===== config.mk =====
export PLATFORM = sky130hd
export DESIGN_NAME = gbu_queue
export DESIGN_NICKNAME = d
export VERILOG_FILES = /design/src/rtl/gbu_pkg.sv /design/src/rtl/gbu_queue.sv
export SDC_FILE = /design/constraint.sdc
export NUM_CORES = 1
export LEC_CHECK = 0
export BUFFER_PORTS_ARGS = -buffer_cell sky130_fd_sc_hd__buf_4
export CAP_MARGIN = 20
export CORE_MARGIN = 3
export CORE_UTILIZATION = 57
export CTS_CLUSTER_DIAMETER = 80
export DETAILED_ROUTE_END_ITERATION = 7
export PLACE_DENSITY = 0.79
export SYNTH_ARGS = -nofsm -noshare
export SYNTH_HDL_FRONTEND = slang
export SYNTH_SLANG_ARGS = --single-unit

===== constraint.sdc =====
create_clock -name clk -period 2.64 [get_ports clk]
set_input_delay 0.528 -clock clk [delete_from_list [all_inputs] [get_ports clk]]
set_output_delay 0.528 -clock clk [all_outputs]
set_load 0.01 [all_outputs]

===== src/rtl/gbu_pkg.sv =====
// ============================================================================
// gbu_pkg
// Shared types and constants of the 2x gray bilinear upscaler.
// ============================================================================
package gbu_pkg;

    localparam int MAX_WIDTH_DEF = 2048;   // default line store depth
    localparam int MAX_HEIGHT    = 2048;   // height clamp
    localparam int PIX_W         = 8;      // gray sample width
    localparam int SRC_W         = 11;     // source row width carried downstream
    localparam int DIM_W         = 12;     // width of size registers and output coordinates
    localparam int COL_W         = DIM_W;  // source column, covers any clamped width
    localparam int CFG_IDX_W     = 2;
    localparam int CFG_DATA_W    = 12;
    localparam int QUEUE_DEPTH   = 4;

    // Register indexes
    localparam logic [CFG_IDX_W-1:0] CFG_COLOR_MODE   = 2'd0;
    localparam logic [CFG_IDX_W-1:0] CFG_FRAME_WIDTH  = 2'd1;
    localparam logic [CFG_IDX_W-1:0] CFG_FRAME_HEIGHT = 2'd2;

    // Output row/column phase relative to source position p:
    // HALF -> 2p-1 (interpolated), COPY -> 2p, EDGE -> 2p+1 (replicated)
    localparam logic [1:0] PH_HALF = 2'd0;
    localparam logic [1:0] PH_COPY = 2'd1;
    localparam logic [1:0] PH_EDGE = 2'd2;

    // Gray weights: (11R + 16G + 5B) >> 5
    localparam int GRAY_SUM_W = 13;
    localparam logic [4:0] W_RED  = 5'd11;
    localparam logic [4:0] W_BLUE = 5'd5;

    typedef struct packed {
        logic                  color_mode;
        logic [DIM_W-1:0]      frame_width;
        logic [DIM_W-1:0]      frame_height;
    } cfg_t;

    // One classified pixel: its gray value, its neighbours and its position.
    typedef struct packed {
        logic [PIX_W-1:0] d;        // this pixel
        logic [PIX_W-1:0] a;        // above-left
        logic [PIX_W-1:0] b;        // above
        logic [PIX_W-1:0] c;        // left
        logic [COL_W-1:0] col;
        logic [SRC_W-1:0] row;
        logic             last_c;
        logic             last_r;
    } q_entry_t;

endpackage


===== src/rtl/gbu_queue.sv =====
// ============================================================================
// gbu_queue
// Small register FIFO of classified pixels between front and back.
// ============================================================================
module gbu_queue #(
    parameter int DEPTH = gbu_pkg::QUEUE_DEPTH
) (
    input  logic              clk,
    input  logic              rst_n,
    input  logic              push,
    input  gbu_pkg::q_entry_t push_entry,
    output logic              full,
    input  logic              pop,
    output gbu_pkg::q_entry_t head,
    output logic              empty
);
    import gbu_pkg::*;

    localparam int AW = (DEPTH > 1) ? $clog2(DEPTH) : 1;
    localparam int NW = $clog2(DEPTH + 1);

    q_entry_t        slot_reg [DEPTH];
    logic [AW-1:0]   wr_reg, wr_next;
    logic [AW-1:0]   rd_reg, rd_next;
    logic [NW-1:0]   cnt_reg, cnt_next;

    assign full  = (cnt_reg == NW'(DEPTH));
    assign empty = (cnt_reg == '0);
    assign head  = slot_reg[rd_reg];

    always_comb
    begin
        wr_next  = wr_reg;
        rd_next  = rd_reg;
        cnt_next = cnt_reg;
        if (push)
            wr_next = (wr_reg == AW'(DEPTH - 1)) ? '0 : wr_reg + AW'(1);
        if (pop)
            rd_next = (rd_reg == AW'(DEPTH - 1)) ? '0 : rd_reg + AW'(1);
        if (push && !pop)
            cnt_next = cnt_reg + NW'(1);
        else if (pop && !push)
            cnt_next = cnt_reg - NW'(1);
    end

    always_ff @(posedge clk or negedge rst_n)
    begin
        if (!rst_n)
        begin
            wr_reg  <= '0;
            rd_reg  <= '0;
            cnt_reg <= '0;
        end
        else
        begin
            wr_reg  <= wr_next;
            rd_reg  <= rd_next;
            cnt_reg <= cnt_next;
        end
    end

    always_ff @(posedge clk)
    begin
        if (push)
        begin
            slot_reg[wr_reg] <= push_entry;
        end
    end

endmodule


Word level (Yosys, flattened, before mapping)
Memory sizes are Yosys's and may differ from the RTL's.
Cells that the tools add are included.
Storage, ports and cells
  bits in writable memories: 228
  input port bits: 61
  memories: 1
  word-level logic and storage cells: 23
  bits in registers: 7
  output and inout port bits: 59
Memories
  slot_reg: depth 4, width 57, read ports 1, clocked after Yosys merged registers in 0, wr ports 1, line gbu_queue.sv:22  | q_entry_t slot_reg [DEPTH];
Operators by class
  add/sub/neg operators: 4
  mux-type cells: 6
  equal/unequal tests: 3
  reductions and logical operators: 6
Operators by type and width (number)
  3-bit 2-to-1 mux: 2
  2-bit by 1-bit adder with 2-bit output (second input constant): 2
  2-bit == test (second input constant): 2
  2-bit 2-to-1 mux: 2
  3-bit by 1-bit adder with 3-bit output (second input constant): 1
  3-bit == test (second input constant): 1
  3-bit zero test: 1
  3-bit by 1-bit subtractor with 3-bit output (second input constant): 1
  1-bit logical AND: 2
  1-bit zero test: 2
  1-bit 2-to-1 mux: 2
  2-bit nonzero test: 1

Longest topological paths before layout
Gate-level depths: netlist of run 1.
  depth after elaboration: 4
  mapped depth: 7
  gate-level depth less buffers: 7

Worst setup path before layout of run 1
No wires, ideal clock.
  path type: reg2reg
  start: register wr_reg[0]
  end: memory slot_reg[0][0] (netlist bit), enable pin
  cell stages (with the launch flop): 4
  required time: 2.219 ns
  path buffers: 0
  path slack: 0.247 ns
  clock period less this slack: 2.393 ns
  arrival: 1.973 ns
  setup time: 0.421 ns
  cell sequence: dfrtp_1 > inv_1 > ha_1 > and2_1
RTL lines
  start, declared: line gbu_queue.sv:23  | logic [AW-1:0] wr_reg, wr_next;
  start signal, assigned: line gbu_queue.sv:56  | wr_reg <= wr_next;
  end, declared: line gbu_queue.sv:22
Straight into the memory's write port.

==> results by stage, run 1 <==
STA:
- The max-slew violation count is 0.
- The largest clock skew in the final design is 0.006789 ns.
- The final clock period utilization by the worst path is 93.74%.
- Summed over all failing endpoints, the final setup total negative slack is 0 ns.
- The maximum frequency from static timing analysis is 404.1 MHz.
- Setup repair after global routing left no endpoint under its margin.
- Subtracting the final worst setup slack from the clock period gives 2.475 ns.
- The final number of setup-violating endpoints is 0.
- The number of endpoints with negative hold slack in the final report is 0.
- The relative slew slack is 64.77%.
- At the pin with the least slew margin, the transition time is 0.5285 ns.

Cells and area:
- The area used by sequential logic in the layout is 0.007027 mm^2.
- Counting the fill cells in the layout gives 817.
- Compared with the post-synthesis result, the final layout area differs by 23.62%.
- The combined area of the multi-input logic cells is 0.001510 mm^2.
- The total inserted antenna cells is 0.
- The flip-flop count of the largest register, all copies and words added is 228.
- In the final design database the tool counted 551 nets.
- The layout cell share with drive strength beyond 1 is 47.49%.

Route:
- The DRC violations left is 0.
- After the first detailed-routing iteration, the DRC count stood at 238.
- The ratio of routed vias to standard cells is 5.789.
- The aggregate routed wire length is 15,660 um.
- The detailed-route wire length per cell is 22.92 um.
- The vias after detailed routing is 3,954.
- The first TritonRoute pass finished after 4 iterations.
- The number of nets with antenna violations after routing is 0.

Worst setup path:
- Across all register-to-register paths, the minimum setup slack is 0.92 ns.
- The beginning of the worst register-to-register path is wr_reg[0]$_DFFE_PN0P_.
- The critical path is of the flop to output pin type.
- The worst-path maximum fanout is 26.
- In this run the critical register-to-register path is captured at slot_reg[2][36]$_DFFE_PP_.
- The required time at the endpoint of the critical path is 2.11 ns.
- The logic depth of the worst register-to-register path is 4.
- The worst setup path is launched from a flop.
- STA classifies the critical path endpoint as an output pin.
- The data arrival time at the worst-slack endpoint is 1.95 ns.

Logic synthesis:
- The synthesized area per cell is 25.82 um^2.
- By area the synthesized netlist is led by sky130_fd_sc_hd__edfxtp_1 79%, sky130_fd_sc_hd__mux4_2 15%, sky130_fd_sc_hd__dfrtp_1 2.0%.
- The count of yosys warnings during synthesis is 0.
- After synthesis, flip-flops and latches occupy 81.18% of the total area.
- The net count after synthesis is 403.
- Synthesis produced a netlist whose cell count is 335.
- The primary flip-flop cell chosen by synthesis mapping is sky130_fd_sc_hd__edfxtp_1.
- Synthesis inferred 235 register bits.
- Of all cell types, the one taking the most synthesized area is sky130_fd_sc_hd__edfxtp_1.
- The fraction of registers with async set or reset after synthesis is 2.979%.
- The area fraction of the dominant cell type after synthesis is 79.16%.
- The count of flip-flops with a built-in enable after synthesis is 228.
- The count of cell types in the netlist is 20.
- The library cell with the highest instance count after synthesis is sky130_fd_sc_hd__edfxtp_1.
- The summed instance area of the synthesized netlist is 0.008650 mm^2.
- The commonest cells after synthesis are 228 x sky130_fd_sc_hd__edfxtp_1, 57 x sky130_fd_sc_hd__mux4_2, 7 x sky130_fd_sc_hd__dfrtp_1, 6 x sky130_fd_sc_hd__ha_1.

Place:
- The count of port buffers added during placement is 119.
- The total half-perimeter wirelength after legalization and detailed placement is 9665 um.
- The congestion estimate from routability-driven global placement came to 0.7321.

Clock tree:
- After clock tree synthesis, the clock-pin slew on the worst setup and hold paths is 0.06 ns.
- In this run the number of H-tree levels came out at 1.
- The clock tree from TritonCTS is yes.
- For this design, the sink count on the clock tree is 235.
- The number of buffers inserted during clock tree synthesis is 23.
- The number of buffers between clock root and the deepest sink is 3.
- For the worst-skew pair, the clock arrives at the later sink with an insertion delay of 0.49 ns.
- The cell chosen for the clock root is sky130_fd_sc_hd__clkbuf_16.

Floorplanning:
- The total die area is 0.01669 mm^2.
- In this run the core area contains 44 standard-cell rows.
- The total area inside the core boundary comes to 0.01470 mm^2.
- The y dimension of the die is 129.2 um.
- The die is 129.2 um wide.
- The starting density of the core is 58.84%.
- 120 I/O pins were placed.

Outcome:
- The run finished with clean final reports.

Global route:
- The leftover overflow at the end of global routing is 0.
- The total track usage is 19.50%.
- The wire length of the first global-routing pass is 24,470 um.
- The number of antenna violations at the first check in global routing is 0.
- The number of global-route vias before repair is 4,292.
- Entering global routing, the biggest net connects 34 pins.

Power and ir drop:
- The worst-case IR drop observed on VDD is 0.0007600 V.
- Summing internal, switching and leakage power gives 0.01184 W.
- The total power divided by cell area is 1107 mW/mm^2.
- The leakage component of the power is 3.726 nW.

Hold path:
- The class of the worst hold path is primary input to flop.
- The startpoint identified for the worst hold timing path is push_entry[39].
- For hold timing, the worst endpoint is slot_reg[3][39]$_DFFE_PP_.
- Along the worst hold path, the cell count comes to 1.

Run:
- Across the run, the number of max-cap violations was 0.
==> layout make-up <==
| type | instances | share of cell area [%] |
|---|---|---|
| timing repair buffer | 136 | 10.81 |
| clock inverter | 11 | 1.240 |
| inverter | 4 | 0.1404 |
| sequential | 235 | 65.71 |
| clock buffer | 30 | 5.816 |
| multi-input combinational | 83 | 14.12 |
| tap | 184 | 2.153 |
==> power by group <==
part	total (W)	internal, W	switching, W
clock network	0.00322	0.00195	0.00127
registers	0.00505	0.00479	0.000254
logic	0.00357	0.00193	0.00164
==> cells by family after synthesis <==
group	synth area share (%)
multiplexers	15.23
XOR/XNOR	0.3038
buffers and inverters	1.418
AO/OA/AOI/OAI	0.1157
AND/OR/NAND/NOR	0.6509
flip-flops	81.18
adder cells (fa/ha/maj)	1.099
==> metrics by stage <==
step                cells  worst slack, ns  hold slack (ns)  instance area [um^2]  utilization [%]
global route          683          0.08433           0.2157                 10690            72.74
floorplan             335           0.2468           0.2324                  8650                -
finish                683           0.1654           0.2360                 10690            72.74
CTS                   683           0.1337           0.2190                 10690            72.74
global placement      638           0.3925           0.3463                  9898            67.34
detailed placement    638           0.3910           0.3518                  9898            67.34
==> worst max-delay path by stage <==
stage                     depth (start not counted)                       end             startpoint  slack [ns]
after floorplan                                   3  slot_reg[0][0]$_DFFE_PP_  wr_reg[0]$_DFFE_PN0P_        0.25
after global placement                            3                  head[42]  rd_reg[0]$_DFFE_PN0P_        0.39
after detailed placement                          3                  head[41]  rd_reg[0]$_DFFE_PN0P_        0.39
after CTS                                         3                  head[55]  rd_reg[0]$_DFFE_PN0P_        0.13
after global routing                              3                  head[31]  rd_reg[1]$_DFFE_PN0P_        0.08
final                                             3                  head[29]  rd_reg[1]$_DFFE_PN0P_        0.17
==> repair_timing <==
item	CTS	global route
buffers inserted	3	0
hold buffers	1	0
hold endpoints to repair	7	0
resized for setup	0	0
setup endpoints to repair	41	0
==> cells in the final DEF (no fill, tap or decap), types with 2 or more instances in the layout <==
cell type                     n
sky130_fd_sc_hd__edfxtp_1   228
sky130_fd_sc_hd__buf_4      124
sky130_fd_sc_hd__mux4_2      57
sky130_fd_sc_hd__clkbuf_16   23
sky130_fd_sc_hd__buf_12      10
sky130_fd_sc_hd__clkinv_2     7
sky130_fd_sc_hd__ha_1         6
sky130_fd_sc_hd__clkbuf_1     5
sky130_fd_sc_hd__dfrtp_1      5
sky130_fd_sc_hd__inv_1        4
sky130_fd_sc_hd__and2_2       4
sky130_fd_sc_hd__mux2_2       3
sky130_fd_sc_hd__nor2_1       3
sky130_fd_sc_hd__bufinv_16    3
sky130_fd_sc_hd__nand2_1      2
sky130_fd_sc_hd__o21ai_0      2
sky130_fd_sc_hd__xor2_1       2
sky130_fd_sc_hd__clkbuf_8     2
==> critical path, cell delays in order, from the launching register on <==
cell	delay, ns
sky130_fd_sc_hd__dfrtp_2	0.65
sky130_fd_sc_hd__buf_12	0.26
sky130_fd_sc_hd__mux4_2	0.36
sky130_fd_sc_hd__buf_4	0.17
==> metal layers <==
layer	GRT usage, %	part of all wire (%)
met1	26.72	39
met2	33.02	52
met3	3.504	6.6
met4	5.374	2.2
met5	0	0
(Power assumes the default switching activity.)
==> run 2, diff against run 1 <==
--- a/config.mk
+++ b/config.mk
@@ -7,7 +7,7 @@
 export LEC_CHECK = 0
 export BUFFER_PORTS_ARGS = -buffer_cell sky130_fd_sc_hd__buf_4
 export CAP_MARGIN = 20
-export CORE_MARGIN = 3
+export CORE_MARGIN = 1.5
 export CORE_UTILIZATION = 57
 export CTS_CLUSTER_DIAMETER = 80
 export DETAILED_ROUTE_END_ITERATION = 7
==> results by stage, run 2 (same netlist as run 1, synthesis figures left out) <==
Global route:
- The leftover overflow at the end of global routing was 0 (unchanged).
- The number of antenna violations at the first check in global routing is 0 (unchanged).
- The wire length of the first global-routing pass was 23,300 um (-4.8%).
- The number of global-route vias before repair is 4,152 (-3.3%).
- The total track usage was 19.66% (+0.17 points).
- The largest net degree at the start of global routing is 39 (+15%).

Clock tree:
- The clock insertion delay at the later pin of the skew report is 0.50 ns (about the same).
- The H-tree depth is 1 (unchanged).
- The number of buffers between clock root and the deepest sink came to 3 (unchanged).
- The clock net sink count is 235 (unchanged).
- The cell chosen for the clock root is sky130_fd_sc_hd__clkbuf_16.
- The number of buffers inserted during clock tree synthesis is 23 (unchanged).
- The clock transition at the register clock pins on the worst setup and hold paths after CTS is 0.06 ns (about the same).
- The clock tree from TritonCTS is yes.

STA:
- The maximum frequency from static timing analysis was 395.7 MHz (-2.1%).
- The final critical delay including setup and external delays is 2.527 ns (+0.05235 ns).
- The final clock period utilization by the worst path is 95.72% (+2.0 points).
- Setup repair after global routing left no endpoint under its margin.
- The final number of setup-violating endpoints is 0 (unchanged).
- The max-slew violation count was 0 (unchanged).
- The largest clock skew in the final design is 0.008046 ns (+0.001257 ns).
- The setup slack of the critical path after layout is 0.1130 ns (-0.05235 ns).
- The relative slew slack is 62.15% (-2.6 points).
- The total negative slack for setup checks is 0 ns (unchanged).
- The number of endpoints with negative hold slack in the final report is 0 (unchanged).
- The actual slew at the worst max-slew pin came to 0.5678 ns (+0.03926 ns).

Worst setup path:
- The worst-path maximum fanout came to 31 (+19%).
- The startpoint-to-endpoint class of the critical path is flop to output pin.
- For this design, the slowest cell found on the critical path is sky130_fd_sc_hd__dfrtp_2.
- The cell family contributing the most delay on the critical path is flip-flops.
- STA classifies the critical path startpoint as a flop.
- The required time at the endpoint of the critical path is 2.11 ns (about the same).
- The highest cell delay on the worst timing path is 0.67 ns (+0.02 ns).
- Walking the worst path, the cells encountered are buf_12 > mux4_2 > buf_4.
- The worst setup path is captured at an output pin.
- The data arrival time at the worst-slack endpoint is 2.00 ns (+0.05 ns).
- The number of buffer and inverter instances along the worst setup path is 2 (unchanged).

Place:
- The count of port buffers added during placement came to 119 (unchanged).
- The routability-driven placement congestion ratio is 0.7408 (+1.2%).
- The total half-perimeter wirelength after legalization and detailed placement is 9147 um (-5.4%).
- The post-placement worst setup slack was 0.3638 ns (-0.02718 ns).

Cells and area:
- The layout cell share with drive strength beyond 1 is 47.59% (+0.095 points).
- The leading cell type in the layout, fill and taps excluded is sky130_fd_sc_hd__edfxtp_1.
- The final-stage net count was 552 (+0.18%).
- Compared with the post-synthesis result, the final layout area differs by 22.54%.
- The total inserted antenna cells was 0 (unchanged).
- The flip-flop count of the largest register, all copies and words added is 228 (unchanged).
- The top cell types in the final layout, fill and taps aside, are 228 x sky130_fd_sc_hd__edfxtp_1, 129 x sky130_fd_sc_hd__buf_4, 57 x sky130_fd_sc_hd__mux4_2.

Route:
- The number of violations reported at the end of detailed-routing iteration 0 is 260 (+9.2%).
- The iteration count of the initial detailed-routing pass was 4 (unchanged).
- The DRC violations left is 0 (unchanged).
- The ratio of routed vias to standard cells was 5.714 (-1.3%).
- The vias after detailed routing is 3,897 (-1.4%).
- The aggregate routed wire length is 15,080 um (-3.7%).
- The wire length on met1 is 6122 um (-0.83%).
- The top layer reached by signal wires is met4.
- The detailed-route wire length per cell is 22.11 um (-3.5%).
- The number of nets with antenna violations after routing is 0 (unchanged).
- The met3 wirelength from detailed routing is 1022 um (-0.49%).
- The met2 wire length is 7697 um (-5.0%).

Power and ir drop:
- The total power divided by cell area is 1096 mW/mm^2 (-1.0%).
- The maximum ir drop on the vdd rail was 0.0007589 V (-0.14%).
- The leakage component of the power is 3.697 nW (-0.78%).

Floorplanning:
- The y dimension of the die was 126.2 um (-2.3%).
- The width of the chip came to 126.2 um (-2.3%).
- The total die area was 0.01592 mm^2 (-4.6%).
- The standard-cell row count is 44 (unchanged).
- The starting density of the core came to 58.84% (unchanged).
- The top-level I/O count is 120 (unchanged).
- The floorplan core area came to 0.01470 mm^2 (unchanged).

Hold path:
- The tightest min-delay check is of the primary input to flop type.

Run:
- The max-cap check violation count is 0 (unchanged).

Outcome:
- The run finished with clean final reports.
run 2: routing by layer:
metal	track usage, %	up-vias
met4	4.801	0
met2	33.16	135
met5	0	-
li1	-	1727
met3	4.163	21
met1	26.91	2014
run 2: layout make-up:
type | instances | area, um^2
clock buffers | 26 | 586.8
inverters | 4 | 15.01
fillers | 837 | 4100
well taps | 184 | 230.2
multi-input cells | 83 | 1514
clock inverters | 13 | 116.4
flip-flops and latches | 235 | 7027
repair buffers | 137 | 1110
run 2: worst paths after layout:
path / to / slack [ns] / start / depth (start not counted)
hold / removal: slot_reg[2][36]$_DFFE_PP_ / 0.23 / push_entry[36] / 1
hold reg to reg: cnt_reg[2]$_DFFE_PN0P_ / 0.50 / cnt_reg[2]$_DFFE_PN0P_ / 1
setup / recovery: head[41] / 0.11 / rd_reg[1]$_DFFE_PN0P_ / 3
min in group asynchronous: cnt_reg[1]$_DFFE_PN0P_ / 0.37 / rst_n / 2
max in group asynchronous: rd_reg[1]$_DFFE_PN0P_ / 2.12 / rst_n / 2
setup reg to reg: slot_reg[1][39]$_DFFE_PP_ / 0.96 / wr_reg[1]$_DFFE_PN0P_ / 4
run 2: timing repair:
action | CTS | global route
hold buffers | 1 | 0
endpoints found under the hold margin | 7 | 0
setup endpoints to repair | 42 | 0
resized for setup | 0 | 0
setup buffers | 5 | 0
run 2: stage by stage:
step | hold slack, ns | instance area [um^2] | std cells | power, W | utilization [%]
finish | 0.2300 | 10600 | 682 | 0.01161 | 72.11
floorplan | 0.2324 | 8650 | 335 | 0.007144 | -
global route | 0.2095 | 10600 | 682 | 0.01214 | 72.11
CTS | 0.2132 | 10600 | 682 | 0.01177 | 72.11
detailed placement | 0.3493 | 9844 | 637 | 0.008624 | 66.97
global placement | 0.3461 | 9844 | 637 | 0.008533 | 66.97
run 2: power by group:
group | internal, W | total [W] | switching, W
clock | 0.00179 | 0.00307 | 0.00128
sequential | 0.00479 | 0.00505 | 0.000259
combinational | 0.00190 | 0.00349 | 0.00159
==> run 3, diff against run 2 <==
--- a/config.mk
+++ b/config.mk
@@ -8,10 +8,10 @@
 export BUFFER_PORTS_ARGS = -buffer_cell sky130_fd_sc_hd__buf_4
 export CAP_MARGIN = 20
 export CORE_MARGIN = 1.5
-export CORE_UTILIZATION = 57
+export CORE_UTILIZATION = 45
 export CTS_CLUSTER_DIAMETER = 80
 export DETAILED_ROUTE_END_ITERATION = 7
-export PLACE_DENSITY = 0.79
+export PLACE_DENSITY = 0.67
 export SYNTH_ARGS = -nofsm -noshare
 export SYNTH_HDL_FRONTEND = slang
 export SYNTH_SLANG_ARGS = --single-unit
==> constraint.sdc (replaced) <==
create_clock -name clk -period 2.1 [get_ports clk]
set_input_delay 0.42 -clock clk [delete_from_list [all_inputs] [get_ports clk]]
set_output_delay 0.42 -clock clk [all_outputs]
set_load 0.01 [all_outputs]
==> results by stage, run 3 (same netlist as run 1, synthesis figures left out) <==
Worst setup path:
- The startpoint-to-endpoint class of the critical path is flop to output pin.
- On the critical path the largest part of the delay comes from flip-flops.
- The critical path goes through buf_12 > clkbuf_16 > mux4_2 > buf_6.
- The highest cell delay on the worst timing path is 0.50 ns (-0.17 ns).
- Among all stages on the critical path, the largest delay is contributed by sky130_fd_sc_hd__dfrtp_4.
- The required time at the endpoint of the critical path is 1.68 ns (-0.43 ns).
- STA classifies the critical path endpoint as an output pin.
- The data arrival time at the worst-slack endpoint is 1.94 ns (-0.06 ns).
- The worst setup path is launched from a flop.
- The number of buffer and inverter instances along the worst setup path is 3 (+1).
- The worst-path maximum fanout is 6 (-81%).

Floorplanning:
- The floorplan core area is 0.01877 mm^2 (+28%).
- The top-level I/O count is 120 (unchanged).
- The standard-cell row count is 50 (+14%).
- The width of the chip came to 141.6 um (+12%).
- The starting density of the core is 46.09% (-13 points).
- The total die area was 0.02006 mm^2 (+26%).
- The y dimension of the die is 141.6 um (+12%).

Clock tree:
- TritonCTS built the clock tree.
- The clock insertion delay at the later pin of the skew report is 0.51 ns (about the same).
- The number of buffers inserted during clock tree synthesis was 24 (+4.3%).
- The clock net sink count came to 235 (unchanged).
- The H-tree depth is 1 (unchanged).
- The clock transition at the register clock pins on the worst setup and hold paths after CTS came to 0.06 ns (about the same).
- The number of buffers between clock root and the deepest sink is 3 (unchanged).
- The cell sitting at the root of the clock tree is a sky130_fd_sc_hd__clkbuf_16.

Place:
- The total half-perimeter wirelength after legalization and detailed placement is 9668 um (+5.7%).
- The post-placement worst setup slack is 0.2138 ns (-0.1500 ns).
- The routability-driven placement congestion ratio came to 0.6854 (-7.5%).
- The count of port buffers added during placement is 119 (unchanged).
- The instance area at placement was 0.009951 mm^2 (+1.1%).

Global route:
- The total track usage was 16.02% (-3.6 points).
- The largest net degree at the start of global routing is 60 (+54%).
- The leftover overflow at the end of global routing is 0 (unchanged).
- The wire length of the first global-routing pass is 24,250 um (+4.1%).
- The number of antenna violations at the first check in global routing was 0 (unchanged).
- The number of global-route vias before repair is 4,342 (+4.6%).

Outcome:
- The checks that failed: negative setup slack.
- The run finished, with violations left.

STA:
- The final critical delay including setup and external delays is 2.355 ns.
- The max-slew violation count is 0 (unchanged).
- The actual slew at the worst max-slew pin came to 0.3817 ns (-0.1861 ns).
- The total negative slack for setup checks was -11.85 ns (-11.85 ns).
- The number of endpoints with negative hold slack in the final report was 0 (unchanged).
- For this run, the top clock speed supported by timing is 424.6 MHz.
- The final number of setup-violating endpoints was 57 (+57).
- Setup repair after global routing could not meet its margin everywhere.
- The final clock period utilization by the worst path is 112.2%.
- The worst hold slack after final layout came to 0.1100 ns (-0.1200 ns).
- The setup slack of the critical path after layout is -0.2553 ns (-0.3683 ns).
- The relative slew slack is 74.56% (+12 points).
- The largest clock skew in the final design is 0.007946 ns (-0.0001006 ns).

Run:
- The max-cap check violation count is 0 (unchanged).

Power and ir drop:
- The maximum ir drop on the vdd rail is 0.0006861 V (-9.6%).
- The total power divided by cell area came to 1440 mW/mm^2 (+31%).
- The leakage component of the power is 3.914 nW (+5.9%).

Route:
- The ratio of routed vias to standard cells is 5.317 (-6.9%).
- The DRC violations left is 0 (unchanged).
- The vias after detailed routing is 3,972 (+1.9%).
- The iteration count of the initial detailed-routing pass is 4 (unchanged).
- The aggregate routed wire length was 16,200 um (+7.4%).
- The number of nets with antenna violations after routing is 0 (unchanged).
- The number of violations reported at the end of detailed-routing iteration 0 is 173 (-33%).
- The detailed-route wire length per cell is 21.69 um (-1.9%).

Cells and area:
- In the layout the commonest cells are 228 x sky130_fd_sc_hd__edfxtp_1, 78 x sky130_fd_sc_hd__buf_4, 57 x sky130_fd_sc_hd__mux4_2.
- The flip-flop count of the largest register, all copies and words added came to 228 (unchanged).
- The utilization after layout was 59.55% (-13 points).
- The leading cell type in the layout, fill and taps excluded is sky130_fd_sc_hd__edfxtp_1.
- Compared with the post-synthesis result, the final layout area differs by 29.22%.
- The layout cell share with drive strength beyond 1 is 48.54% (+0.95 points).
- The number of filler instances in the final layout is 1,335 (+59%).
- The combined area of the multi-input logic cells is 0.001515 mm^2 (about the same).
- The total inserted antenna cells is 0 (unchanged).
- The final-stage net count is 563 (+2.0%).
- The area used by sequential logic in the layout was 0.007027 mm^2 (unchanged).
- The post-route standard cell area excluding fillers is 0.01118 mm^2 (+5.5%).

Hold path:
- The worst hold path belongs to the class primary input to flop.
## run 3: changes by cell type in the layout (fill, tap and decap cells not counted), moves of 2 or more
cell and change:
sky130_fd_sc_hd__clkbuf_1 +3, sky130_fd_sc_hd__bufinv_16 +2, sky130_fd_sc_hd__buf_6 +52, sky130_fd_sc_hd__clkbuf_16 +5, sky130_fd_sc_hd__clkinv_2 -3, sky130_fd_sc_hd__buf_12 +5, sky130_fd_sc_hd__buf_4 -51
## run 3: through the flow
stage          std cells  power (W)
5_1_grt              747    0.01676
3_5_place_dp         691    0.01096
4_1_cts              740    0.01592
2_1_floorplan        335   0.008960
3_3_place_gp         691    0.01084
6_report             747    0.01609
## run 3: power breakdown
part	internal [W]	switching, W	total [W]
sequential	0.00602	0.000216	0.00624
combinational	0.00309	0.00239	0.00548
clock	0.00271	0.00167	0.00438
total	0.0118	0.00427	0.0161
## run 3: final timing paths
| path | startpoint | slack (ns) | endpoint | depth (start not counted) |
|---|---|---|---|---|
| worst max-delay path | rd_reg[0]$_DFFE_PN0P_ | -0.26 | head[45] | 4 |
| worst min-delay path | push_entry[17] | 0.11 | slot_reg[1][17]$_DFFE_PP_ | 1 |
| worst max register to register | wr_reg[0]$_DFFE_PN0P_ | 0.42 | slot_reg[2][19]$_DFFE_PP_ | 4 |
| worst min register to register | cnt_reg[2]$_DFFE_PN0P_ | 0.50 | cnt_reg[2]$_DFFE_PN0P_ | 1 |
| max in group asynchronous | rst_n | 1.67 | rd_reg[0]$_DFFE_PN0P_ | 2 |
| min in group asynchronous | rst_n | 0.27 | cnt_reg[2]$_DFFE_PN0P_ | 2 |
## run 3: area by class of cell
| cell class | count | area share, % |
|---|---|---|
| Clock buffer | 32 | 5.922 |
| Clock inverter | 12 | 1.455 |
| Inverter | 4 | 0.1343 |
| Multi-Input combinational cell | 83 | 13.56 |
| Sequential cell | 235 | 62.87 |
| Tap cell | 234 | 2.619 |
| Timing Repair Buffer | 147 | 13.44 |
## run 3: routing by layer
layer	wire length, um	GRT usage [%]	vias to the layer above
met2	8089	27.11	119
met3	868	2.970	28
met1	6989	21.40	2074
met4	254	4.721	0
met5	0	0	-
li1	-	-	1751
## run 3: timing repair
action                                  4_1_cts  5_1_grt
hold buffers                                  1        0
pin swaps                                     0        0
hold endpoints to repair                      7        0
cloned                                        1        5
setup buffers                                 3        4
resized for setup                            49       21
endpoints found under the setup margin       57       57
