`src/rtl/gbu_pkg.sv`:
```
// ============================================================================
// gbu_pkg
// Shared types and constants of the 2x gray bilinear upscaler.
// ============================================================================
package gbu_pkg;

    localparam int MAX_WIDTH_DEF = 2048;   // default line store depth
    localparam int MAX_HEIGHT    = 2048;   // height clamp
    localparam int PIX_W         = 8;      // gray sample width
    localparam int SRC_W         = 11;     // source row width carried downstream
    localparam int DIM_W         = 12;     // width of size registers and output coordinates
    localparam int COL_W         = DIM_W;  // source column, covers any clamped width
    localparam int CFG_IDX_W     = 2;
    localparam int CFG_DATA_W    = 12;
    localparam int QUEUE_DEPTH   = 4;

    // Register indexes
    localparam logic [CFG_IDX_W-1:0] CFG_COLOR_MODE   = 2'd0;
    localparam logic [CFG_IDX_W-1:0] CFG_FRAME_WIDTH  = 2'd1;
    localparam logic [CFG_IDX_W-1:0] CFG_FRAME_HEIGHT = 2'd2;

    // Output row/column phase relative to source position p:
    // HALF -> 2p-1 (interpolated), COPY -> 2p, EDGE -> 2p+1 (replicated)
    localparam logic [1:0] PH_HALF = 2'd0;
    localparam logic [1:0] PH_COPY = 2'd1;
    localparam logic [1:0] PH_EDGE = 2'd2;

    // Gray weights: (11R + 16G + 5B) >> 5
    localparam int GRAY_SUM_W = 13;
    localparam logic [4:0] W_RED  = 5'd11;
    localparam logic [4:0] W_BLUE = 5'd5;

    typedef struct packed {
        logic                  color_mode;
        logic [DIM_W-1:0]      frame_width;
        logic [DIM_W-1:0]      frame_height;
    } cfg_t;

    // One classified pixel: its gray value, its neighbours and its position.
    typedef struct packed {
        logic [PIX_W-1:0] d;        // this pixel
        logic [PIX_W-1:0] a;        // above-left
        logic [PIX_W-1:0] b;        // above
        logic [PIX_W-1:0] c;        // left
        logic [COL_W-1:0] col;
        logic [SRC_W-1:0] row;
        logic             last_c;
        logic             last_r;
    } q_entry_t;

endpackage

```
`src/rtl/gbu_if.sv`:
```


interface gbu_out_if;
    logic        valid;
    logic        ready;
    logic [7:0]  gray_out;
    logic [11:0] out_col;
    logic [11:0] out_row;
    logic        run_last;
    logic        frame_done;

    modport source (output valid, gray_out, out_col, out_row, run_last, frame_done,
                    input ready);
    modport sink   (input valid, gray_out, out_col, out_row, run_last, frame_done,
                    output ready);
endinterface

```
`src/rtl/gbu_back.sv`:
```
// ============================================================================
// gbu_back
// Walks each pixel's output rows/cols, one result per cycle unless stalled.
// ============================================================================
module gbu_back (
    input  logic              clk,
    input  logic              rst_n,
    input  gbu_pkg::q_entry_t head,
    input  logic              empty,
    output logic              pop,
    gbu_out_if.source         results
);
    import gbu_pkg::*;

    logic              busy_reg, busy_next;
    logic [1:0]        rp_reg, rp_next;
    logic [1:0]        cp_reg, cp_next;
    logic              out_valid_reg, out_valid_next;
    logic [PIX_W-1:0]  gray_reg, gray_next;
    logic [DIM_W-1:0]  col_reg, col_next;
    logic [DIM_W-1:0]  row_reg, row_next;
    logic              rlast_reg, rlast_next;
    logic              fdone_reg, fdone_next;

    logic [1:0]        rp, cp, rend, cend;
    logic              emit, last;
    logic [PIX_W+1:0]  sum4;
    logic [PIX_W:0]    sum_bd, sum_cd;

    always_comb
    begin
        rp   = busy_reg ? rp_reg : ((head.row == '0) ? PH_COPY : PH_HALF);
        cp   = busy_reg ? cp_reg : ((head.col == '0) ? PH_COPY : PH_HALF);
        rend = head.last_r ? PH_EDGE : PH_COPY;
        cend = head.last_c ? PH_EDGE : PH_COPY;
        last = (rp == rend) && (cp == cend);
        emit = !empty && (!out_valid_reg || results.ready);
        pop  = emit && last;

        sum4   = (PIX_W+2)'(head.a) + (PIX_W+2)'(head.b)
               + (PIX_W+2)'(head.c) + (PIX_W+2)'(head.d);
        sum_bd = (PIX_W+1)'(head.b) + (PIX_W+1)'(head.d);
        sum_cd = (PIX_W+1)'(head.c) + (PIX_W+1)'(head.d);
    end

    always_comb
    begin
        busy_next      = busy_reg;
        rp_next        = rp_reg;
        cp_next        = cp_reg;
        out_valid_next = out_valid_reg;
        gray_next      = gray_reg;
        col_next       = col_reg;
        row_next       = row_reg;
        rlast_next     = rlast_reg;
        fdone_next     = fdone_reg;

        if (results.ready)
            out_valid_next = 1'b0;

        if (emit)
        begin
            out_valid_next = 1'b1;
            if (rp == PH_HALF && cp == PH_HALF)
                gray_next = sum4[PIX_W+1:2];
            else if (rp == PH_HALF)
                gray_next = sum_bd[PIX_W:1];
            else if (cp == PH_HALF)
                gray_next = sum_cd[PIX_W:1];
            else
                gray_next = head.d;
            // 2x wraps at the 12-bit coordinate width
            col_next   = {head.col[COL_W-2:0], 1'b0} + DIM_W'(cp) - DIM_W'(1);
            row_next   = {head.row, 1'b0} + DIM_W'(rp) - DIM_W'(1);
            rlast_next = last;
            fdone_next = last && head.last_c && head.last_r;

            if (last)
            begin
                busy_next = 1'b0;
            end
            else
            begin
                busy_next = 1'b1;
                if (cp == cend)
                begin
                    cp_next = (head.col == '0) ? PH_COPY : PH_HALF;
                    rp_next = rp + 2'd1;
                end
                else
                begin
                    cp_next = cp + 2'd1;
                    rp_next = rp;
                end
            end
        end
    end

    always_ff @(posedge clk or negedge rst_n)
    begin
        if (!rst_n)
        begin
            busy_reg      <= 1'b0;
            rp_reg        <= PH_HALF;
            cp_reg        <= PH_HALF;
            out_valid_reg <= 1'b0;
        end
        else
        begin
            busy_reg      <= busy_next;
            rp_reg        <= rp_next;
            cp_reg        <= cp_next;
            out_valid_reg <= out_valid_next;
        end
    end

    always_ff @(posedge clk)
    begin
        gray_reg  <= gray_next;
        col_reg   <= col_next;
        row_reg   <= row_next;
        rlast_reg <= rlast_next;
        fdone_reg <= fdone_next;
    end

    assign results.valid      = out_valid_reg;
    assign results.gray_out   = gray_reg;
    assign results.out_col    = col_reg;
    assign results.out_row    = row_reg;
    assign results.run_last   = rlast_reg;
    assign results.frame_done = fdone_reg;

endmodule

```
`src/flat_wrapper.sv`:
```
// flat-port wrapper written by rule: the top's interface ports become plain ports
module gbu_back_flat import gbu_pkg::*;
  (clk, rst_n, head, empty, pop, results_valid, results_gray_out, results_out_col, results_out_row, results_run_last, results_frame_done, results_ready);
  gbu_out_if results_i ();
  input  logic clk;
  input  logic rst_n;
  input  gbu_pkg::q_entry_t head;
  input  logic empty;
  output logic pop;
  output wire logic [$bits(results_i.valid)-1:0] results_valid;
  output wire logic [$bits(results_i.gray_out)-1:0] results_gray_out;
  output wire logic [$bits(results_i.out_col)-1:0] results_out_col;
  output wire logic [$bits(results_i.out_row)-1:0] results_out_row;
  output wire logic [$bits(results_i.run_last)-1:0] results_run_last;
  output wire logic [$bits(results_i.frame_done)-1:0] results_frame_done;
  input wire logic [$bits(results_i.ready)-1:0] results_ready;
  assign results_valid = results_i.valid;
  assign results_gray_out = results_i.gray_out;
  assign results_out_col = results_i.out_col;
  assign results_out_row = results_i.out_row;
  assign results_run_last = results_i.run_last;
  assign results_frame_done = results_i.frame_done;
  assign results_i.ready = results_ready;
  gbu_back u_core (.clk(clk), .rst_n(rst_n), .head(head), .empty(empty), .pop(pop), .results(results_i));
endmodule
```
`config.mk`:
```
export PLATFORM = sky130hd
export DESIGN_NAME = gbu_back_flat
export DESIGN_NICKNAME = d
export VERILOG_FILES = /design/src/rtl/gbu_pkg.sv /design/src/rtl/gbu_if.sv /design/src/rtl/gbu_back.sv /design/src/flat_wrapper.sv
export SDC_FILE = /design/constraint.sdc
export NUM_CORES = 1
export LEC_CHECK = 0
export ABC_AREA = 0
export BUFFER_PORTS_ARGS = -buffer_cell sky130_fd_sc_hd__buf_2
export CORE_MARGIN = 2
export CORE_UTILIZATION = 42
export CTS_BUF_LIST = sky130_fd_sc_hd__clkbuf_16
export CTS_CLUSTER_DIAMETER = 50
export CTS_CLUSTER_SIZE = 40
export DETAILED_ROUTE_END_ITERATION = 16
export PLACE_DENSITY = 0.7
export SLEW_MARGIN = 20
export SYNTH_ARGS = -nofsm -noshare
export SYNTH_HDL_FRONTEND = slang
export SYNTH_SLANG_ARGS = --single-unit
export TNS_END_PERCENT = 50
```
`constraint.sdc`:
```
create_clock -name clk -period 3 [get_ports clk]
set_input_delay 0.6 -clock clk [delete_from_list [all_inputs] [get_ports clk]]
set_output_delay 0.6 -clock clk [all_outputs]
set_load 0.05 [all_outputs]
```
* Yosys cells after proc, flatten, opt, wreduce, memory -nomap -nowiden
Index checks and enable logic that the tools add are counted. W data, S select, Z words.
Cells by class: reductions and logical operators 15, muxes and demuxes 14, add/subtract/negate cells 11, equal/unequal tests 2, bitwise gates (word level) 1
Operators by type and width (number):
- $add A8 B8 Y9 | 3
- $add A12 B2 Y12 | 2
- $mux W8 | 3
- $sub A12 B1 Y12 const B | 2
- $add A10 B8 Y10 | 2
- $logic_not A12 Y1 | 1
- $mux W2 | 6
- $logic_not A11 Y1 | 1
- $logic_and A1 B1 Y1 | 6
- $mux W1 | 5
- $add A2 B1 Y2 const B | 2
- $eq A2 B2 Y1 | 2
- $logic_not A2 Y1 | 2
- $logic_not A1 Y1 | 2
- $reduce_and A2 Y1 | 1
- $reduce_bool A2 Y1 | 1
- $logic_or A1 B1 Y1 | 1
- $not A1 Y1 | 1
Storage, ports and cells: logic and storage cells 52, register bits after elaboration 40, input port bits 61

* Depth between registers and ports, before layout
Gate-level depths: netlist of run 1.
depth in word-level cells 7, depth in mapped cells 18, depth with buffers taken out 18

* Worst setup path after synthesis of run 1
No wires, ideal clock.
kind input-to-reg, start input port head[34] (netlist bit), end register u_core.gray_reg[7], in the netlist u_core.results.gray_out[7] (data pin), setup time 0.272 ns, arrival 3.480 ns, buffers on the path 0, cell stages on the path 16, slack -0.752 ns, cell sequence ha_1 -> a21o_1 -> a21oi_1 -> nor2b_1 -> o21ai_0 -> nand2b_1 -> xnor2_1 -> fa_1 -> inv_1 -> ha_1 -> o21a_1 -> o31ai_1 -> a21oi_1 -> o21ai_0 -> nand2b_1 -> mux4_2
On the way: cells in the longest elaborated chain, start to end 4, elaborated cells between the ends (all ways) 6
Ends and longest elaborated chain:
- start: declaration | RTL line flat_wrapper.sv:7 | input gbu_pkg::q_entry_t head;
- $add A8 B8 Y9 | RTL line gbu_back.sv:40 | sum4 = (PIX_W+2)'(head.a) + (PIX_W+2)'(head.b)
- $add A10 B8 Y10 (2 in series) | RTL line gbu_back.sv:41 | + (PIX_W+2)'(head.c) + (PIX_W+2)'(head.d);
- $mux W8 * | RTL line gbu_back.sv:64 | if (rp == PH_HALF && cp == PH_HALF)
- end signal: assignment | RTL line gbu_back.sv:119 | gray_reg <= gray_next;
- end: declaration | RTL line gbu_back.sv:19 | logic [PIX_W-1:0] gray_reg, gray_next;
Every way passes the cells marked *; elsewhere a longest branch is shown, timed or not. A chain may end at the register's enable or synchronous reset.

* Worst setup path in the final report of run 1
start input port head[33] (netlist bit), end register u_core.gray_reg[2], in the netlist u_core.results.gray_out[2] (data pin)
The elaborated chain is that of the path after synthesis.

==> impl_metrics.py, run 1 <==
metrics = {
    "yosys": {
        "synthTopCellsByCount": "inv_1, ha_1, edfxtp_1",
        "mappedNetlistArea_sq_um": 4000,
        "synthDistinctLibCells": 47,
        "syn-instance-count": 413,
        "number_of_flops_mapped_to_enable_cells_by_yosys": 34,
        "synth.yosys.seq_area_share_pct": 29.3,
        "ys_ff_latch": 40,
        "synth_area_per_cell_sq_um": 9.69,
        "synth_top_cells_by_area": "edfxtp_1, ha_1, fa_1, inv_1, xnor2_1",
        "syn_nets": 549,
        "async_reset_ff_share_pct": 15.0,
        "netlist.area_leader.share_pct": 25.5,
        "ys.flop_type": "edfxtp_1",
        "synth.yosys.warnings": 0,
        "yosys.area.top_type": "edfxtp_1",
        "most_frequently_used_cell_type_in_the_post_synthesis_netlist": "inv_1",
    },
    "clock_network": {
        "cts_htree_levels": 2,
        "cts_tree": "built",
        "clock_sinks": 40,
        "cts_inserted_buffers": 5,
        "cts.root.buffer_cell": "clkbuf_16",
        "path_clk_slew_ps": 60,
        "cts.path.max_buffers": 2,
        "insertion_delay_ps": 280,
    },
    "timing": {
        "f_max_ghz": 0.286,
        "rsz0062_at_grt": "true",
        "layout_setup_ws_ps": -502,
        "post-route-min-period_ps": 3500,
        "setup_viol": 9,
        "worst_hold_slack_ps": 145,
        "worst_clock_skew_ps": 5.11,
        "relSlewSlack_pct": 60.3,
        "hold_viol": 0,
        "report.final.slew_viol_count": 0,
        "tightest_slew_ps": 595,
        "min_period_over_period_pct": 117,
        "fin_setup_tns_ps": -3150,
    },
    "placed_design": {
        "place.gp.congestion": 0.867,
        "place.detailed.hpwl_um": 7580,
        "buffer_ports.inserted": 96,
    },
    "worst_hold_path": {
        "min_delay_worst_type": "primary input to async pin",
    },
    "grt": {
        "grt_antenna_before_repair": 0,
        "grt_pass1_wl_um": 15400,
        "grt_use_total_pct": 18.3,
        "via_count_of_the_first_global_routing_pass": 3639,
        "grt_overflow": 0,
        "grt_start_max_net_pins": 44,
    },
    "power_and_ir_drop": {
        "fin_total_pwr_mw": 3.62,
        "power_density_nw_per_um2": 618,
        "leakage_power_figure_nw": 2.82,
        "worst_ir_drop_vdd_mv": 0.351,
    },
    "critical_path": {
        "start_kind": "primary input",
        "critical_path.reg2reg.endpoint": "u_core.results.out_row[11]$_DFFE_PP_",
        "regToRegSetupSlack_ps": 170,
        "timing.critical_path.cells": "buf_6, ha_4, inv_2, fa_2, buf_4, buf_6, xor2_2, fa_1, inv_2, ha_4, nand3b_1, o21ai_4, buf_6, buf_6, buf_6, xor2_1, mux4_2",
        "max_stage_delay_ps": 530,
        "critPathArrivalTime_ps": 3510,
        "critical-path-slowest-cell": "fa_1",
        "setup.worst_path.end_class": "flop",
        "critical_path_required_time_ps": 3010,
        "critPathKind": "primary input to flop",
        "path_max_fanout": 3,
        "timing.rr.start": "u_core.busy_reg$_DFFE_PN0P_",
        "worst_path_most_repeated_cell": "buf_6",
        "worstRegToRegCells": 13,
    },
    "route": {
        "first_pass_iters": 4,
        "count_of_nets_left_with_antenna_violations_after_detail_routing": 0,
        "totalWireLength_um": 9680,
        "drc_errors": 0,
        "routed_wire_length_per_instance_um": 13.1,
        "via_per_inst": 4.89,
        "detail_route.iter0.violations": 89,
        "detailroute.via_count": 3604,
    },
    "outcome": {
        "status": "complete, but fails checks",
        "violations": "negative setup slack",
    },
    "finish": {
        "n_antenna_cell": 0,
        "post_layout_util_pct": 63.3,
        "layout.filler_cells": 731,
        "synthToLayoutAreaGrowth_pct": 46.2,
        "post_route_cells_drive_above_1_share_pct": 41.6,
        "layout.nets": 743,
    },
    "die": {
        "row_count": 35,
        "die-area_sq_um": 10300,
        "ioPinCount": 97,
        "initial_core_util_pct": 43.3,
        "fp.dieH_um": 102,
        "fp.dieW_um": 102,
        "placeableCoreArea_sq_um": 9240,
    },
    "job": {
        "max_cap_viol_count": 0,
    },
}
## logic make-up after synthesis
kind of cell,count (synthesis),synth area share (%)
AOI/OAI and AO/OA,99,15.2
and+or+nand+nor,82,10.7
adders and majority gates,75,25.9
buffers and inverters,70,6.56
xor gates and xnor gates,40,8.75
DFF,40,29.2
muxes,7,3.63
## cell usage in the layout, fill, tap and decap left out, types with 7 or more instances in the layout
cell and count:
edfxtp_1 34, nand2_1 17, o21ai_0 17, o21bai_1 7
a21oi_1 21, inv_2 11, o21ai_1 10, xor2_1 18
nor2b_1 8, buf_4 88, ha_4 10, inv_1 55
xnor2_1 19, fa_1 9, ha_1 51, buf_6 12
nand2b_1 11, buf_2 89, nor2_1 19, nor3_1 8
a21o_1 8
## how the worst max path moves through the flow
| stage | startpoint | end | slack [ps] | cells after the start |
|---|---|---|---|---|
| floorplan | head[33] | u_core.results.gray_out[7]$_DFFE_PP_ | -560 | 17 |
| CTS | head[33] | u_core.results.gray_out[7]$_DFFE_PP_ | -510 | 18 |
| global placement | head[33] | u_core.results.gray_out[7]$_DFFE_PP_ | -790 | 18 |
| finish | head[33] | u_core.results.gray_out[2]$_DFFE_PP_ | -500 | 17 |
| detailed placement | head[33] | u_core.results.gray_out[7]$_DFFE_PP_ | -880 | 18 |
| global route | head[33] | u_core.results.gray_out[7]$_DFFE_PP_ | -660 | 18 |
## stage by stage
stage	setup WS [ps]	std cells	area (sq um)
2_1_floorplan	-559	413	4140
3_3_place_gp	-790	719	5420
3_5_place_dp	-881	719	5420
4_1_cts	-508	728	5640
5_1_grt	-662	737	5850
6_report	-502	737	5850
## power by group
part | internal (mW) | switching (mW) | total (mW) | leakage [nW]
registers | 0.805 | 0.0719 | 0.877 | 0.393
clock network | 0.299 | 0.197 | 0.496 | 0.0738
logic | 1.02 | 1.22 | 2.24 | 2.36
total | 2.13 | 1.49 | 3.62 | 2.82
## metal layers
layer  share of wire (%)  GRT usage, %
met1                  43          22.8
met2                  53          34.4
met3                 3.6          1.79
met4                0.81          3.33
met5                   0             0
## layout make-up
class	count	area, sq um	area share (%)
clock inverters	3	11.3	0.192
inverters	66	255	4.36
flip-flops and latches	40	1170	20.0
clock buffers	5	125	2.14
repair buffers	191	1270	21.7
multi-input cells	303	2860	48.8
well taps	129	161	2.76
## critical path, delay by kind of cell
| family | cells | cell delay, ps |
|---|---|---|
| buffers and inverters | 8 | 720 |
| muxes | 1 | 450 |
| and+or+nand+nor | 1 | 120 |
| AOI/OAI and AO/OA | 1 | 190 |
| adders and majority gates | 4 | 1240 |
| xor gates and xnor gates | 2 | 200 |
## timing repair
item                       4_1_cts  5_1_grt
setup endpoints to repair       10       16
setup buffers                    1       10
hold buffers                     0        0
gates resized for setup         19       41
gates cloned                     0        0
pin swaps                       19       17
(Power assumes the default switching activity.)
==> inputs of run 2 (changes only) <==
--- a/config.mk
+++ b/config.mk
@@ -18,4 +18,4 @@
 export SYNTH_ARGS = -nofsm -noshare
 export SYNTH_HDL_FRONTEND = slang
 export SYNTH_SLANG_ARGS = --single-unit
-export TNS_END_PERCENT = 50
+export TNS_END_PERCENT = 30
==> impl_metrics.py, run 2 (synthesis results as in run 1) <==
metrics = {
    "outcome": {
        "status": "complete, but fails checks",
        "violations": "negative setup slack",
    },
    "timing": {
        "min_period_over_period_pct": 116,
        "relSlewSlack_pct": 62.2,
        "worst_hold_slack_ps": 132,
        "rsz0062_at_grt": "true",
        "f_max_ghz": 0.288,
        "report.final.slew_viol_count": 0,
        "worst_clock_skew_ps": 6.66,
        "tightest_slew_ps": 567,
        "post-route-min-period_ps": 3470,
        "layout_setup_ws_ps": -467,
        "hold_viol": 0,
        "fin_setup_tns_ps": -2360,
        "setup_viol": 8,
    },
    "critical_path": {
        "path_max_fanout": 3,
        "start_kind": "primary input",
        "setup.worst_path.end_class": "flop",
        "worstRegToRegCells": 13,
        "critPathKind": "primary input to flop",
        "critical_path_required_time_ps": 3020,
        "critPathArrivalTime_ps": 3490,
        "regToRegSetupSlack_ps": 320,
    },
    "clock_network": {
        "path_clk_slew_ps": 60,
        "cts.root.buffer_cell": "clkbuf_16",
        "cts_tree": "built",
        "clock_sinks": 40,
        "cts_inserted_buffers": 5,
        "cts.path.max_buffers": 2,
        "cts_htree_levels": 2,
        "postCtsHoldBufs": 0,
        "insertion_delay_ps": 280,
    },
    "placed_design": {
        "buffer_ports.inserted": 96,
        "place.gp.congestion": 0.869,
        "post_dp_cell_area_sq_um": 5400,
        "place.detailed.hpwl_um": 7490,
    },
    "route": {
        "drc_errors": 0,
        "via_per_inst": 4.89,
        "routed_wire_length_per_instance_um": 12.7,
        "count_of_nets_left_with_antenna_violations_after_detail_routing": 0,
        "detailroute.via_count": 3561,
        "first_pass_iters": 4,
        "totalWireLength_um": 9250,
        "detail_route.iter0.violations": 96,
    },
    "finish": {
        "ff_latch_area_sq_um": 1170,
        "design_area_sq_um": 5710,
        "layout_commonest_cell": "buf_2",
        "post_route_cells_drive_above_1_share_pct": 39.4,
        "multi_input_logic_area_sq_um": 2800,
        "layout.filler_cells": 732,
        "layout.nets": 734,
        "layout.cells.most_common_list": "buf_2, buf_4, inv_1",
        "synthToLayoutAreaGrowth_pct": 42.6,
        "post_layout_util_pct": 61.8,
        "n_antenna_cell": 0,
    },
    "grt": {
        "via_count_of_the_first_global_routing_pass": 3610,
        "grt_start_max_net_pins": 28,
        "grt_antenna_before_repair": 0,
        "grt_pass1_wl_um": 15300,
        "grt_overflow": 0,
        "grt_use_total_pct": 18.5,
    },
    "die": {
        "row_count": 35,
        "ioPinCount": 97,
        "placeableCoreArea_sq_um": 9240,
        "fp.dieW_um": 102,
        "fp.dieH_um": 102,
        "die-area_sq_um": 10300,
        "initial_core_util_pct": 43.3,
    },
    "worst_hold_path": {
        "min_delay_worst_type": "primary input to async pin",
    },
    "job": {
        "max_cap_viol_count": 0,
    },
    "power_and_ir_drop": {
        "fin_total_pwr_mw": 3.58,
        "leakage_power_figure_nw": 2.77,
        "power_density_nw_per_um2": 627,
        "worst_ir_drop_vdd_mv": 0.323,
    },
}
-- run 2: final cells by class --
class,instances,share of cell area [%]
Clock inverter,3,0.657
Sequential cell,40,20.5
Clock buffer,5,2.19
Multi-Input combinational cell,303,49.1
Tap cell,129,2.83
Inverter,66,4.34
Timing Repair Buffer,182,20.4
-- run 2: power breakdown --
group / internal (mW) / total (mW) / leakage [nW] / switching (mW)
Combinational: 0.937 / 2.13 / 2.30 / 1.19
Sequential: 0.804 / 0.860 / 0.393 / 0.0553
Clock: 0.386 / 0.592 / 0.0789 / 0.205
Total: 2.13 / 3.58 / 2.77 / 1.45
-- run 2: layer usage --
| layer | GRT usage [%] | up-vias | wire, um | share of wire (%) |
|---|---|---|---|---|
| met3 | 2.14 | 15 | 313 | 3.4 |
| met5 | 0 | - | 0 | 0 |
| li1 | - | 1819 | - | - |
| met1 | 22.4 | 1648 | 4060 | 44 |
| met4 | 5.61 | 0 | 159 | 1.7 |
| met2 | 34.2 | 79 | 4720 | 51 |
-- run 2: timing repair --
action,in CTS,in global routing
pin swaps,23,12
buffers inserted,2,0
gates resized for setup,21,18
endpoints found under the setup margin,9,14
-- run 2: worst max-delay path: stages --
cell,delay [ps]
buf_8,100
ha_4,150
inv_2,50
fa_2,190
nor2b_1,50
o21ai_1,120
nand2b_1,100
a21o_1,170
a21o_1,210
xnor2_2,140
fa_1,490
inv_2,40
ha_4,220
o21ai_2,140
a21oi_2,50
o21ai_1,130
nand2b_1,70
mux4_2,460
-- run 2: final timing paths --
kind	end	startpoint
max in group asynchronous	u_core.results.valid$_DFFE_PN0P_	rst_n
worst max-delay path	u_core.results.gray_out[7]$_DFFE_PP_	head[33]
min in group clk	u_core.results.valid$_DFFE_PN0P_	results_ready
worst min-delay path	u_core.busy_reg$_DFFE_PN0P_	rst_n
worst min register to register	u_core.rp_reg[0]$_DFFE_PN0P_	u_core.rp_reg[0]$_DFFE_PN0P_
worst max register to register	u_core.results.out_col[11]$_DFFE_PP_	u_core.busy_reg$_DFFE_PN0P_
-- run 2: stage by stage --
stage               std cells  setup WS (ps)
floorplan                 413           -560
global placement          718           -799
detailed placement        718           -910
CTS                       728           -466
global route              728           -654
finish                    728           -467
==> inputs of run 3 (changes only) <==
--- a/config.mk
+++ b/config.mk
@@ -14,6 +14,7 @@
 export CTS_CLUSTER_SIZE = 40
 export DETAILED_ROUTE_END_ITERATION = 16
 export PLACE_DENSITY = 0.7
+export RECOVER_POWER = 25
 export SLEW_MARGIN = 20
 export SYNTH_ARGS = -nofsm -noshare
 export SYNTH_HDL_FRONTEND = slang
==> impl_metrics.py, run 3 (synthesis results as in run 1) <==
metrics = {
    "timing": {
        "setup_viol": 8,
        "worst_clock_skew_ps": 6.60,
        "layout_setup_ws_ps": -467,
        "tightest_slew_ps": 1440,
        "report.final.slew_viol_count": 0,
        "rsz0062_at_grt": "true",
        "f_max_ghz": 0.288,
        "relSlewSlack_pct": 3.72,
        "hold_viol": 0,
        "post-route-min-period_ps": 3470,
        "min_period_over_period_pct": 116,
    },
    "die": {
        "fp.dieW_um": 102,
        "fp.dieH_um": 102,
        "die-area_sq_um": 10300,
        "ioPinCount": 97,
        "initial_core_util_pct": 43.3,
        "placeableCoreArea_sq_um": 9240,
        "row_count": 35,
    },
    "power_and_ir_drop": {
        "share_seq_of_total_power_pct": 24.1,
        "cell_internal_pwr_mw": 2.13,
        "power.share.clock_pct": 16.5,
        "leakage_power_figure_nw": 2.76,
        "power_spent_charging_and_discharging_nets_mw": 1.45,
        "power_density_nw_per_um2": 628,
        "worst_ir_drop_vdd_mv": 0.321,
        "p_sw_share_pct": 40.5,
        "p_comb_share_pct": 59.4,
    },
    "placed_design": {
        "post_dp_cell_area_sq_um": 5400,
        "place.detailed.hpwl_um": 7490,
        "placedCellCount": 718,
        "buffer_ports.inserted": 96,
        "place.gp.congestion": 0.869,
    },
    "critical_path": {
        "critPathKind": "primary input to flop",
        "critPathArrivalTime_ps": 3490,
        "critical_path_required_time_ps": 3020,
        "max_stage_delay_ps": 490,
        "setup.worst_path.end_class": "flop",
        "critical_path.top_delay_family": "adder cells",
        "critical-path-slowest-cell": "fa_1",
        "cp_num_buf_inv": 3,
        "path_max_fanout": 3,
        "timing.critical_path.cells": "buf_8, ha_4, inv_2, fa_2, nor2b_1, o21ai_1, nand2b_1, a21o_1, a21o_1, xnor2_2, fa_1, inv_2, ha_4, o21ai_2, a21oi_2, o21ai_1, nand2b_1, mux4_2",
        "start_kind": "primary input",
    },
    "outcome": {
        "violations": "negative setup slack",
        "status": "complete, but fails checks",
    },
    "finish": {
        "layout_commonest_cell": "buf_2",
        "n_antenna_cell": 0,
        "layout.cells.non_filler": 728,
        "layout.cells.most_common_list": "buf_2, buf_4, inv_1",
        "layout.nets": 734,
        "post_route_cells_drive_above_1_share_pct": 38.7,
        "synthToLayoutAreaGrowth_pct": 42.1,
        "design_area_sq_um": 5690,
    },
    "job": {
        "max_cap_viol_count": 0,
    },
    "clock_network": {
        "cts.root.buffer_cell": "clkbuf_16",
        "cts_tree": "built",
        "insertion_delay_ps": 280,
        "cts_htree_levels": 2,
        "cts.path.max_buffers": 2,
        "cts_inserted_buffers": 5,
        "path_clk_slew_ps": 60,
        "postCtsHoldBufs": 0,
        "clock_sinks": 40,
    },
    "worst_hold_path": {
        "min_delay_worst_type": "primary input to async pin",
    },
    "route": {
        "routed_wire_length_per_instance_um": 12.7,
        "count_of_nets_left_with_antenna_violations_after_detail_routing": 0,
        "detail_route.iter0.violations": 99,
        "detailroute.via_count": 3562,
        "drc_errors": 0,
        "first_pass_iters": 4,
        "via_per_inst": 4.89,
        "totalWireLength_um": 9240,
    },
    "grt": {
        "grt_antenna_before_repair": 0,
        "via_count_of_the_first_global_routing_pass": 3610,
        "grt_pass1_wl_um": 15300,
        "grt_use_total_pct": 18.5,
        "grt_overflow": 0,
        "grt_start_max_net_pins": 28,
    },
}
-- run 3: repair_timing --
action | in CTS | in global routing
gates resized for setup | 21 | 18
cloned | 0 | 0
endpoints found under the setup margin | 9 | 14
pin swaps | 23 | 12
setup buffers | 2 | 0
-- run 3: power groups by stage --
| stage | clock (mW) | sequential [mW] | combinational, mW |
|---|---|---|---|
| finish | 0.590 | 0.860 | 2.12 |
| floorplan | 0 | 1.22 | 1.10 |
| CTS | 0.603 | 0.862 | 2.10 |
| global route | 0.622 | 0.875 | 2.33 |
| global placement | 0 | 0.870 | 1.96 |
| detailed placement | 0 | 0.872 | 2.02 |
-- run 3: stage by stage --
stage / total power, mW / TNS (ps) / setup slack (ps) / hold slack (ps) / utilization (%)
after floorplan: 2.31 / -2970 / -560 / 304 / -
after global placement: 2.83 / -6200 / -799 / 433 / 58.4
after detailed placement: 2.89 / -7160 / -910 / 435 / 58.4
final: 3.57 / -2360 / -467 / 188 / 61.6
after CTS: 3.56 / -2460 / -466 / 135 / 61.2
after global routing: 3.83 / -3680 / -654 / 225 / 61.6
-- run 3: final timing paths --
kind	depth (start not counted)	startpoint	slack [ps]	endpoint
setup / recovery	18	head[33]	-470	u_core.results.gray_out[7]$_DFFE_PP_
hold / removal	1	rst_n	190	u_core.busy_reg$_DFFE_PN0P_
setup reg to reg	13	u_core.busy_reg$_DFFE_PN0P_	320	u_core.results.out_col[11]$_DFFE_PP_
hold reg to reg	2	u_core.results.valid$_DFFE_PN0P_	540	u_core.results.valid$_DFFE_PN0P_
max in group asynchronous	1	rst_n	2550	u_core.results.valid$_DFFE_PN0P_
min in group clk	2	empty	520	u_core.results.valid$_DFFE_PN0P_
-- run 3: metal layers --
metal,up-vias,GRT usage (%),part of all wire (%)
li1,1817,-,-
met1,1651,22.4,44
met2,79,34.2,51
met3,15,2.14,3.4
met4,0,5.61,1.7
met5,-,0,0
-- run 3: layout make-up --
class / count / area [sq um]
inverter: 66 / 248
clock inverter: 3 / 37.5
clock buffer: 5 / 125
fill: 738 / 3550
multi-input combinational: 303 / 2790
timing repair buffer: 182 / 1160
sequential: 40 / 1170
tap: 129 / 161
